## config.mk

```make
export PLATFORM = sky130hd
export DESIGN_NAME = gpio_port_edge_interrupt_core
export DESIGN_NICKNAME = d
export VERILOG_FILES = /design/src/rtl/gpio_pei_pkg.sv /design/src/rtl/gpio_port_edge_interrupt_core.sv
export SDC_FILE = /design/constraint.sdc
export NUM_CORES = 1
export LEC_CHECK = 0
export ABC_AREA = 0
export ABC_CLOCK_PERIOD_IN_PS = 3350
export BUFFER_PORTS_ARGS = -buffer_cell sky130_fd_sc_hd__buf_2
export CAP_MARGIN = 20
export CORE_AREA = 10 10 165 152
export DETAILED_ROUTE_END_ITERATION = 16
export DIE_AREA = 0 0 175 162
export PLACE_DENSITY_LB_ADDON = 0.2
export REMOVE_ABC_BUFFERS = 1
export SETUP_SLACK_MARGIN = 0.1
export SYNTH_ARGS = -nofsm -noshare
export SYNTH_HDL_FRONTEND = slang
export SYNTH_SLANG_ARGS = --single-unit
```

## constraint.sdc

```tcl
create_clock -name i_clk -period 3.35 [get_ports i_clk]
set_input_delay 0.5025 -clock i_clk [delete_from_list [all_inputs] [get_ports i_clk]]
set_output_delay 0.5025 -clock i_clk [all_outputs]
set_load 0.005 [all_outputs]
```

## src/rtl/gpio_pei_pkg.sv

```systemverilog
// Package: constants, types and edge-config decode for the GPIO edge interrupt port.
`default_nettype none

package gpio_pei_pkg;

    localparam int PIN_COUNT = 8;
    localparam logic [7:0] PIN_MASK = 8'((1 << PIN_COUNT) - 1);

    localparam logic [1:0] OP_READ  = 2'd0;
    localparam logic [1:0] OP_WRITE = 2'd1;
    localparam logic [1:0] OP_PIN   = 2'd2;

    localparam logic [3:0] REG_DATA    = 4'd0;
    localparam logic [3:0] REG_DIR     = 4'd1;
    localparam logic [3:0] REG_CON_LO  = 4'd2;
    localparam logic [3:0] REG_CON_HI  = 4'd3;
    localparam logic [3:0] REG_MA_LO   = 4'd4;
    localparam logic [3:0] REG_MA_HI   = 4'd5;
    localparam logic [3:0] REG_MB_LO   = 4'd6;
    localparam logic [3:0] REG_MB_HI   = 4'd7;
    localparam logic [3:0] REG_EDGE0   = 4'd8;
    localparam logic [3:0] REG_EDGE1   = 4'd9;
    localparam logic [3:0] REG_EDGE2   = 4'd10;
    localparam logic [3:0] REG_EDGE3   = 4'd11;
    localparam logic [3:0] REG_SET     = 4'd12;
    localparam logic [3:0] REG_STATUS  = 4'd13;
    localparam logic [3:0] REG_CLEAR   = 4'd14;
    localparam logic [3:0] REG_UPDATE  = 4'd15;

    localparam logic [2:0] EDGE_FALL = 3'd0;
    localparam logic [2:0] EDGE_RISE = 3'd1;
    localparam logic [2:0] EDGE_BOTH = 3'd4;

    typedef struct packed {
        logic [7:0] rise;
        logic [7:0] fall;
    } t_edge_masks;

    function automatic t_edge_masks decode_edges(input logic [31:0] cfg);
        t_edge_masks m;
        logic [2:0]  kind;
        m = '0;
        for (int n = 0; n < PIN_COUNT; n++) begin
            kind = cfg[n*4 +: 3];
            case (kind)
                EDGE_FALL: m.fall[n] = 1'b1;
                EDGE_RISE: m.rise[n] = 1'b1;
                EDGE_BOTH: begin
                    m.rise[n] = 1'b1;
                    m.fall[n] = 1'b1;
                end
                default: ;
            endcase
        end
        return m;
    endfunction

endpackage

`default_nettype wire

```

## src/rtl/gpio_port_edge_interrupt_core.sv

```systemverilog
// Results reach the outputs through the input register and then the result register.
// Throughput: one transaction per cycle; input register and result register
// both advance unless the result is held by stall.
// Reset: synchronous, active low; clears all port registers and both valids.
// Top level: GPIO port with edge interrupt detection.
`default_nettype none

module gpio_port_edge_interrupt_core (
    input  wire logic       i_clk,
    input  wire logic       i_rst_n,
    input  wire logic       i_in_valid,
    output logic            o_in_stall,
    input  wire logic [1:0] i_opcode,
    input  wire logic [3:0] i_reg_index,
    input  wire logic [7:0] i_write_data,
    input  wire logic [7:0] i_pin_input,
    input  wire logic [7:0] i_pin_present,
    output logic            o_out_valid,
    input  wire logic       i_out_stall,
    output logic [7:0]      o_read_data,
    output logic [7:0]      o_pin_output,
    output logic [7:0]      o_port_level,
    output logic            o_edge_irq,
    output logic [7:0]      o_edge_pins,
    output logic [7:0]      o_status_flags
);

    logic        r_in_valid;
    logic [1:0]  r_opcode;
    logic [3:0]  r_reg_index;
    logic [7:0]  r_write_data;
    logic [7:0]  r_pin_input;
    logic [7:0]  r_pin_present;

    logic [7:0]  r_out_data,    n_out_data;
    logic [7:0]  r_direction,   n_direction;
    logic [15:0] r_control,     n_control;
    logic [15:0] r_mode_a,      n_mode_a;
    logic [15:0] r_mode_b,      n_mode_b;
    logic [31:0] r_edge_config, n_edge_config;
    logic [7:0]  r_rise_mask,   n_rise_mask;
    logic [7:0]  r_fall_mask,   n_fall_mask;
    logic [7:0]  r_irq_status,  n_irq_status;
    logic [7:0]  r_ext_level,   n_ext_level;
    logic [7:0]  r_ext_present, n_ext_present;
    logic [7:0]  r_prev_input,  n_prev_input;
    logic [7:0]  r_level_now,   n_level_now;

    logic        r_out_valid;
    logic [7:0]  r_read_data,   n_read_data;
    logic [7:0]  r_edge_pins,   n_edge_pins;

    gpio_pei_pkg::t_edge_masks masks;
    logic        out_busy;
    logic        fire;
    logic        upd;
    logic        cfg_wr;
    logic [7:0]  held;
    logic [7:0]  cur;

    assign out_busy   = r_out_valid && i_out_stall;
    assign o_in_stall = r_in_valid && out_busy;
    assign fire       = r_in_valid && !out_busy;

    always_comb begin
        n_out_data    = r_out_data;
        n_direction   = r_direction;
        n_control     = r_control;
        n_mode_a      = r_mode_a;
        n_mode_b      = r_mode_b;
        n_edge_config = r_edge_config;
        n_rise_mask   = r_rise_mask;
        n_fall_mask   = r_fall_mask;
        n_irq_status  = r_irq_status;
        n_ext_level   = r_ext_level;
        n_ext_present = r_ext_present;
        n_prev_input  = r_prev_input;
        n_level_now   = r_level_now;
        n_read_data   = 8'd0;
        n_edge_pins   = 8'd0;
        upd           = 1'b0;
        cfg_wr        = 1'b0;

        case (r_opcode)
            gpio_pei_pkg::OP_READ: begin
                case (r_reg_index)
                    gpio_pei_pkg::REG_DATA:   n_read_data = r_level_now;
                    gpio_pei_pkg::REG_DIR:    n_read_data = r_direction;
                    gpio_pei_pkg::REG_CON_LO: n_read_data = r_control[7:0];
                    gpio_pei_pkg::REG_CON_HI: n_read_data = r_control[15:8];
                    gpio_pei_pkg::REG_MA_LO:  n_read_data = r_mode_a[7:0];
                    gpio_pei_pkg::REG_MA_HI:  n_read_data = r_mode_a[15:8];
                    gpio_pei_pkg::REG_MB_LO:  n_read_data = r_mode_b[7:0];
                    gpio_pei_pkg::REG_MB_HI:  n_read_data = r_mode_b[15:8];
                    gpio_pei_pkg::REG_EDGE0:  n_read_data = r_edge_config[7:0];
                    gpio_pei_pkg::REG_EDGE1:  n_read_data = r_edge_config[15:8];
                    gpio_pei_pkg::REG_EDGE2:  n_read_data = r_edge_config[23:16];
                    gpio_pei_pkg::REG_EDGE3:  n_read_data = r_edge_config[31:24];
                    gpio_pei_pkg::REG_STATUS: n_read_data = r_irq_status;
                    default:                  n_read_data = 8'd0;
                endcase
            end
            gpio_pei_pkg::OP_WRITE: begin
                case (r_reg_index)
                    gpio_pei_pkg::REG_DATA: begin
                        n_out_data = r_write_data;
                        upd        = 1'b1;
                    end
                    gpio_pei_pkg::REG_DIR: begin
                        n_direction = r_write_data;
                        upd         = 1'b1;
                    end
                    gpio_pei_pkg::REG_CON_LO: n_control[7:0]      = r_write_data;
                    gpio_pei_pkg::REG_CON_HI: n_control[15:8]     = r_write_data;
                    gpio_pei_pkg::REG_MA_LO:  n_mode_a[7:0]       = r_write_data;
                    gpio_pei_pkg::REG_MA_HI:  n_mode_a[15:8]      = r_write_data;
                    gpio_pei_pkg::REG_MB_LO:  n_mode_b[7:0]       = r_write_data;
                    gpio_pei_pkg::REG_MB_HI:  n_mode_b[15:8]      = r_write_data;
                    gpio_pei_pkg::REG_EDGE0: begin
                        n_edge_config[7:0] = r_write_data;
                        cfg_wr             = 1'b1;
                    end
                    gpio_pei_pkg::REG_EDGE1: begin
                        n_edge_config[15:8] = r_write_data;
                        cfg_wr              = 1'b1;
                    end
                    gpio_pei_pkg::REG_EDGE2: begin
                        n_edge_config[23:16] = r_write_data;
                        cfg_wr               = 1'b1;
                    end
                    gpio_pei_pkg::REG_EDGE3: begin
                        n_edge_config[31:24] = r_write_data;
                        cfg_wr               = 1'b1;
                    end
                    gpio_pei_pkg::REG_SET: begin
                        n_irq_status = r_irq_status | r_write_data;
                        upd          = 1'b1;
                    end
                    gpio_pei_pkg::REG_CLEAR: begin
                        n_irq_status = r_irq_status & ~r_write_data;
                        upd          = 1'b1;
                    end
                    gpio_pei_pkg::REG_UPDATE: upd = r_write_data[0];
                    default: ;
                endcase
            end
            gpio_pei_pkg::OP_PIN: begin
                n_ext_level   = r_pin_input;
                n_ext_present = r_pin_present;
                upd           = 1'b1;
            end
            default: ;
        endcase

        // masks stay clear until the first edge-config write
        masks = gpio_pei_pkg::decode_edges(n_edge_config);
        if (cfg_wr) begin
            n_rise_mask = masks.rise;
            n_fall_mask = masks.fall;
        end

        held = (n_ext_level & n_ext_present)
             | (n_control[15:8] & ~n_control[7:0] & ~n_ext_present);
        cur  = held & n_direction & gpio_pei_pkg::PIN_MASK;
        if (upd) begin
            n_level_now  = ((n_out_data & ~n_direction) | (held & n_direction))
                         & gpio_pei_pkg::PIN_MASK;
            n_edge_pins  = ((cur & ~r_prev_input & r_rise_mask)
                         | (r_prev_input & ~cur & r_fall_mask)) & gpio_pei_pkg::PIN_MASK;
            n_prev_input = cur;
        end
    end

    always_ff @(posedge i_clk) begin
        if (!i_rst_n) begin
            r_in_valid <= 1'b0;
        end else if (!o_in_stall) begin
            r_in_valid <= i_in_valid;
        end
    end

    always_ff @(posedge i_clk) begin
        if (!o_in_stall && i_in_valid) begin
            r_opcode      <= i_opcode;
            r_reg_index   <= i_reg_index;
            r_write_data  <= i_write_data;
            r_pin_input   <= i_pin_input;
            r_pin_present <= i_pin_present;
        end
    end

    always_ff @(posedge i_clk) begin
        if (!i_rst_n) begin
            r_out_data    <= '0;
            r_direction   <= '0;
            r_control     <= '0;
            r_mode_a      <= '0;
            r_mode_b      <= '0;
            r_edge_config <= '0;
            r_rise_mask   <= '0;
            r_fall_mask   <= '0;
            r_irq_status  <= '0;
            r_ext_level   <= '0;
            r_ext_present <= '0;
            r_prev_input  <= '0;
            r_level_now   <= '0;
            r_out_valid   <= 1'b0;
            r_read_data   <= '0;
            r_edge_pins   <= '0;
        end else begin
            if (fire) begin
                r_out_data    <= n_out_data;
                r_direction   <= n_direction;
                r_control     <= n_control;
                r_mode_a      <= n_mode_a;
                r_mode_b      <= n_mode_b;
                r_edge_config <= n_edge_config;
                r_rise_mask   <= n_rise_mask;
                r_fall_mask   <= n_fall_mask;
                r_irq_status  <= n_irq_status;
                r_ext_level   <= n_ext_level;
                r_ext_present <= n_ext_present;
                r_prev_input  <= n_prev_input;
                r_level_now   <= n_level_now;
                r_read_data   <= n_read_data;
                r_edge_pins   <= n_edge_pins;
            end
            if (!out_busy) begin
                r_out_valid <= r_in_valid;
            end
        end
    end

    assign o_out_valid    = r_out_valid;
    assign o_read_data    = r_read_data;
    assign o_pin_output   = r_out_data & ~r_direction & gpio_pei_pkg::PIN_MASK;
    assign o_port_level   = r_level_now;
    assign o_edge_irq     = (r_edge_pins != 8'd0);
    assign o_edge_pins    = r_edge_pins;
    assign o_status_flags = r_irq_status;

`ifndef SYNTHESIS
    a_level_matches_output: assert property (@(posedge i_clk) disable iff (!i_rst_n)
        r_out_valid |-> ((o_port_level & ~r_direction & gpio_pei_pkg::PIN_MASK)
                         == o_pin_output))
        else $error("port level disagrees with driven output pins");

    a_read_no_edges: assert property (@(posedge i_clk) disable iff (!i_rst_n)
        (fire && r_opcode == gpio_pei_pkg::OP_READ) |=> (o_edge_pins == 8'd0))
        else $error("edge reported on a bus read");

    a_stall_holds_result: assert property (@(posedge i_clk) disable iff (!i_rst_n)
        (r_out_valid && i_out_stall) |=> (r_out_valid && $stable(r_read_data)
                                          && $stable(r_edge_pins)))
        else $error("held result changed");

    a_no_update_while_busy: assert property (@(posedge i_clk) disable iff (!i_rst_n)
        (r_in_valid && out_busy) |=> (r_in_valid && $stable(r_irq_status)
                                      && $stable(r_prev_input)))
        else $error("state advanced while result was held");
`endif

endmodule

`default_nettype wire
```

Word-level counts from Yosys, hierarchy flattened:

Cells that the tools add are included.

* register bits: 200
* bits in latches: 0
* memory bits (writable): 0
* memory bits (read-only): 0
* memories: 0

* add/sub/neg operators: 0
* multiply operators: 0
* div/mod/pow operators: 0
* $lt $le $gt $ge: 0
* equality and inequality tests: 33
* shift operators: 0
* muxes and demuxes: 38
* bitwise gates (word level): 22
* reductions and logical operators: 47

Operators by type and width (count)
* 8-bit two-way mux: 13
* 8-bit case mux with 13 select lines: 1
* 8-bit AND: 11
* 8-bit inverter: 7
* 4-bit equality test, second input constant: 8
* 8-bit bitwise OR: 4
* 2-bit OR reduction: 16
* 31-bit two-way mux: 1
* 3-bit AND reduction: 9
* 3-bit by 1-bit equality test with 1-bit output, second input constant: 8
* 3-bit equality test, second input constant: 8
* 3-bit zero test: 8
* 1-bit two-way mux: 18
* 4-bit by 3-bit equality test with 1-bit output, second input constant: 4
* 16-bit two-way mux: 1
* 8-bit case mux with 2 select lines: 1
* 4-bit by 2-bit equality test with 1-bit output, second input constant: 2
* 8-bit nonzero test: 1
* 4-bit OR reduction: 2
* 7-bit two-way mux: 1
* 4-bit by 1-bit equality test with 1-bit output, second input constant: 1
* 1-bit logical AND: 4
* 4-bit zero test: 1
* 1-bit case mux with 2 select lines: 2
* 6 further kinds: 8

Depth between registers and ports, before layout:

* depth after elaboration: 13
* mapped depth: 9
* gate-level depth less buffers: 7

Worst setup path after synthesis:

No wires, ideal clock.

* kind: input to register
* start: input port i_out_stall
* end: register r_opcode[0] (enable)
* setup time: 0.421 ns
* data arrival time: 2.080 ns
* data required time: 2.929 ns
* slack: 0.849 ns
* cell stages on the path: 2
* path buffers: 0
* cell sequence: and3_1 nor2b_1

* longest elaborated chain between the ends: 4

RTL lines
* start: declaration: line gpio_port_edge_interrupt_core.sv:19 `input wire logic i_out_stall,`
* 1-bit logical AND: line gpio_port_edge_interrupt_core.sv:61 `assign out_busy = r_out_valid && i_out_stall;`
* 1-bit logical AND: line gpio_port_edge_interrupt_core.sv:62 `assign o_in_stall = r_in_valid && out_busy;`
* 1-bit zero test: line gpio_port_edge_interrupt_core.sv:183 `if (!o_in_stall && i_in_valid) begin`
* 1-bit logical AND: line gpio_port_edge_interrupt_core.sv:183
* end signal: assignment: line gpio_port_edge_interrupt_core.sv:184 `r_opcode <= i_opcode;`
* end: declaration: line gpio_port_edge_interrupt_core.sv:29 `logic [1:0] r_opcode;`

No other way between the ends.
A chain may end at the register's enable or synchronous reset.

Final worst setup path:

* start: register r_opcode[1]
* end: register r_edge_pins[7], in the netlist o_edge_pins[7]

* longest elaborated chain between the ends: 12
* elaborated cells on any way between the ends: 21
* those cells by class: eq/ne (2); mux (6); bitwise (13)

RTL lines
* 2-bit by 1-bit equality test with 1-bit output: line gpio_port_edge_interrupt_core.sv:84 `case (r_opcode)`
* 16-bit two-way mux: line gpio_port_edge_interrupt_core.sv:84
* 8-bit inverter: line gpio_port_edge_interrupt_core.sv:163 `| (n_control[15:8] & ~n_control[7:0] & ~n_ext_present);`
* 8-bit AND (2 in a row): line gpio_port_edge_interrupt_core.sv:163
* 8-bit bitwise OR: line gpio_port_edge_interrupt_core.sv:163
* 8-bit AND: line gpio_port_edge_interrupt_core.sv:164 `cur = held & n_direction & gpio_pei_pkg::PIN_MASK;`
* 8-bit inverter: line gpio_port_edge_interrupt_core.sv:169 `| (r_prev_input & ~cur & r_fall_mask)) & gpio_pei_pkg::PIN_MASK;`
* 8-bit AND (2 in a row): line gpio_port_edge_interrupt_core.sv:169
* 8-bit bitwise OR: line gpio_port_edge_interrupt_core.sv:169
* 8-bit two-way mux *: line gpio_port_edge_interrupt_core.sv:165 `if (upd) begin`
* end signal: assignment: line gpio_port_edge_interrupt_core.sv:226 `r_edge_pins <= n_edge_pins;`
* end: declaration: line gpio_port_edge_interrupt_core.sv:51 `logic [7:0] r_edge_pins, n_edge_pins;`

Every way passes the cells marked *; elsewhere a longest branch is shown, timed or not.

==> results.ini <==
[finish]
finalInstanceArea_um2 = 10700
diodes = 0
fill_cells = 2127
drive_gt1_share_pct = 16.8
seq_area_um2 = 4300
layout.nets = 1140
multiInputGateArea_um2 = 4770
area_delta_synth_final_pct = 11.8

[logic_synthesis]
ys_seq_area_share_pct = 45.1
synth.most_common_cell = dfxtp_1
ys.flop_type = dfxtp_1
synth_seq_cells = 200
synthTopCellsByCount = 170 x dfxtp_1, 130 x nand2_1, 99 x a21oi_1
syn_inst = 1065
syn_area_um2 = 9540
synth.largest_area_cell = dfxtp_1
yosys_warnings = 0
async_reset_ff_share_pct = 0
syn_area_per_cell_um2 = 8.96
ys_top_cells_by_area = dfxtp_1 36%, edfxtp_1 9.4%, mux2i_1 8.0%, a21oi_1 5.2%, nand2_1 5.1%
synth_edf_count = 30
yosysTopAreaCellShare_pct = 35.7
synth_cell_types = 75

[sta]
fmax_mhz = 366
setup_violations = 0
hold_violations = 0
finClkSkew_ns = 0.0129
maxSlewHeadroom_pct = 35.4
layout_min_cycle_time_ns = 2.73
worstMarginPinSlew_ns = 0.965
setup_tns_ns = 0
rsz0062_at_grt = false
drv_slew = 0
finalCritPeriodShare_pct = 81.6

[setup_path]
end_kind = flip-flop
path_max_fanout = 12
start_kind = flip-flop
ff2ff_setup_slack_ns = 0.62
cp_data_required_time_ns = 3.69
crit_arrival_ns = 3.07
crit_type = flip-flop to flip-flop

[global_route]
overflow = 0
antenna_found_initial = 0
grt_usage_pct = 20.7
grt_pass1_vias = 7670
grt_max_degree = 73
grt_pass1_wl_um = 46100

[power]
p_leak_nw = 4.09
irDropWorstVdd_v = 0.000312
power_density_nw_per_um2 = 450
fin_total_pwr_mw = 4.80

[hold_path]
min_path_type = input pin to flip-flop

[clock_tree]
cts_max_level = 4
ctsHoldBuffers = 0
cts_root_buffer = clkbuf_16
cts_tree = built
ctsResizeCount = 0
cts_buffers = 17
post_cts_buffers = 0
clk_pin_slew_worst_paths_ns = 0.08
clk_latency_ns = 0.45
clock-sinks = 200
clk_path_buf_depth = 2

[run_status]
status = completed

[floorplan]
fp.dieW_um = 175
rows = 51
start_util_pct = 44.5
die-area_um2 = 28400
coreArea_um2 = 21400
die_y_um = 162
io_pins = 77

[detailed_routing]
drc = 0
avgViaCountPerCell = 5.88
vias = 8268
drt_iter0_markers = 758
drt-pass1-iter-count = 5
drtAntennaViolNets = 0
post_drt_wl_per_cell_um = 21.2
routed_wl_um = 29900

[flow_run]
cap_violations = 0

[placed_design]
dp_hpwl_um = 21200
placed_cell_area_um2 = 10100
gp_congestion = 0.948
io_buffers = 76

-- cell type report --
| type | count | area share, % |
|---|---|---|
| inverter | 12 | 0.446 |
| tap | 291 | 3.41 |
| clock buffer | 18 | 4.02 |
| multi-input combinational | 762 | 44.8 |
| clock inverter | 14 | 1.06 |
| sequential | 200 | 40.3 |
| timing repair buffer | 110 | 5.96 |
-- registers in the layout, indices dropped and copies added, names as in the netlist, named ones only --
signal and flops:
o_edge_pins 8, r_ext_level 8, r_opcode 2, r_edge_config 32, r_rise_mask 8, r_reg_index 4, r_direction 8, r_control 16
r_mode_b 16, o_port_level 8, o_read_data 8, r_in_valid 1, r_pin_present 8, r_pin_input 8, r_out_data 8, r_fall_mask 8
r_write_data 8, r_prev_input 8, r_ext_present 8, o_out_valid 1, r_mode_a 16
-- final timing paths --
path / from / to / depth (start not counted)
max reg2reg: r_opcode[1] / o_edge_pins[7] / 7
max: r_opcode[1] / o_edge_pins[7] / 7
min reg2reg: r_mode_a[5] / r_mode_a[5] / 2
min: i_pin_input[4] / r_pin_input[4] / 1
-- critical path, cell delays in order, from the launching register on --
cell      delay (ns)
edfxtp_1        0.39
inv_1           0.09
ha_1            0.34
or3b_1          0.64
o21ai_0         0.32
a21oi_1         0.11
nor4_2          0.35
mux2_1          0.36
-- cells in the final DEF (no fill, tap or decap), types with 5 or more instances in the layout --
cell       instances
a211oi_1           9
nand3_1           66
edfxtp_1          30
nor2_1            83
a21oi_1           99
mux2i_1           76
nor3b_1           10
nor4_1            11
o22ai_1           10
and3_1            17
and2_1             8
nor2b_1           17
buf_2             76
a21boi_0           6
mux2_2            18
a31oi_1            9
nand2_1          130
o41ai_2            5
a22oi_1           13
inv_6              6
inv_1             11
dfxtp_1          170
xnor2_1           10
a221oi_1          13
o21a_1             7
buf_4             34
nand2b_1          10
o21ai_0           32
nor3_1            26
clkbuf_16         17
a311oi_1           9
-- metrics by stage --
step	hold WS, ns	setup WS (ns)	std cells	util, %
2_1_floorplan	0.433	0.229	974	-
3_3_place_gp	0.440	0.760	1375	47.2
3_5_place_dp	0.443	0.667	1375	47.2
4_1_cts	0.208	0.652	1407	49.8
5_1_grt	0.206	0.410	1407	49.8
6_report	0.218	0.617	1407	49.8
-- kinds of logic (layout without fill, tap and decap cells) --
family	count (synthesis)	after routing	synth area share [%]
and+or+nand+nor	395	395	19.7
muxes	104	104	11.7
AOI/OAI and AO/OA	250	250	17.3
DFF	200	200	45.1
buffers and inverters	103	154	4.89
xor gates and xnor gates	10	10	0.918
adders and majority gates	3	3	0.393
-- report_power, final --
| group | switching [mW] | internal, mW | leakage, nW |
|---|---|---|---|
| Clock | 1.00 | 0.970 | 0.262 |
| Sequential | 0.0447 | 2.47 | 1.66 |
| Combinational | 0.222 | 0.0956 | 2.16 |
| Total | 1.27 | 3.54 | 4.09 |
-- routing by layer --
metal | global-route usage, % | share of wire (%) | up-vias | wire length [um]
met5 | 0 | 0 | - | 0
met4 | 8.78 | 3.2 | 0 | 942
met3 | 4.66 | 7.6 | 56 | 2280
met2 | 31.2 | 45 | 345 | 13300
met1 | 28.1 | 45 | 3951 | 13300
li1 | - | - | 3916 | -
No activity file was read; power rests on OpenSTA's default activity.
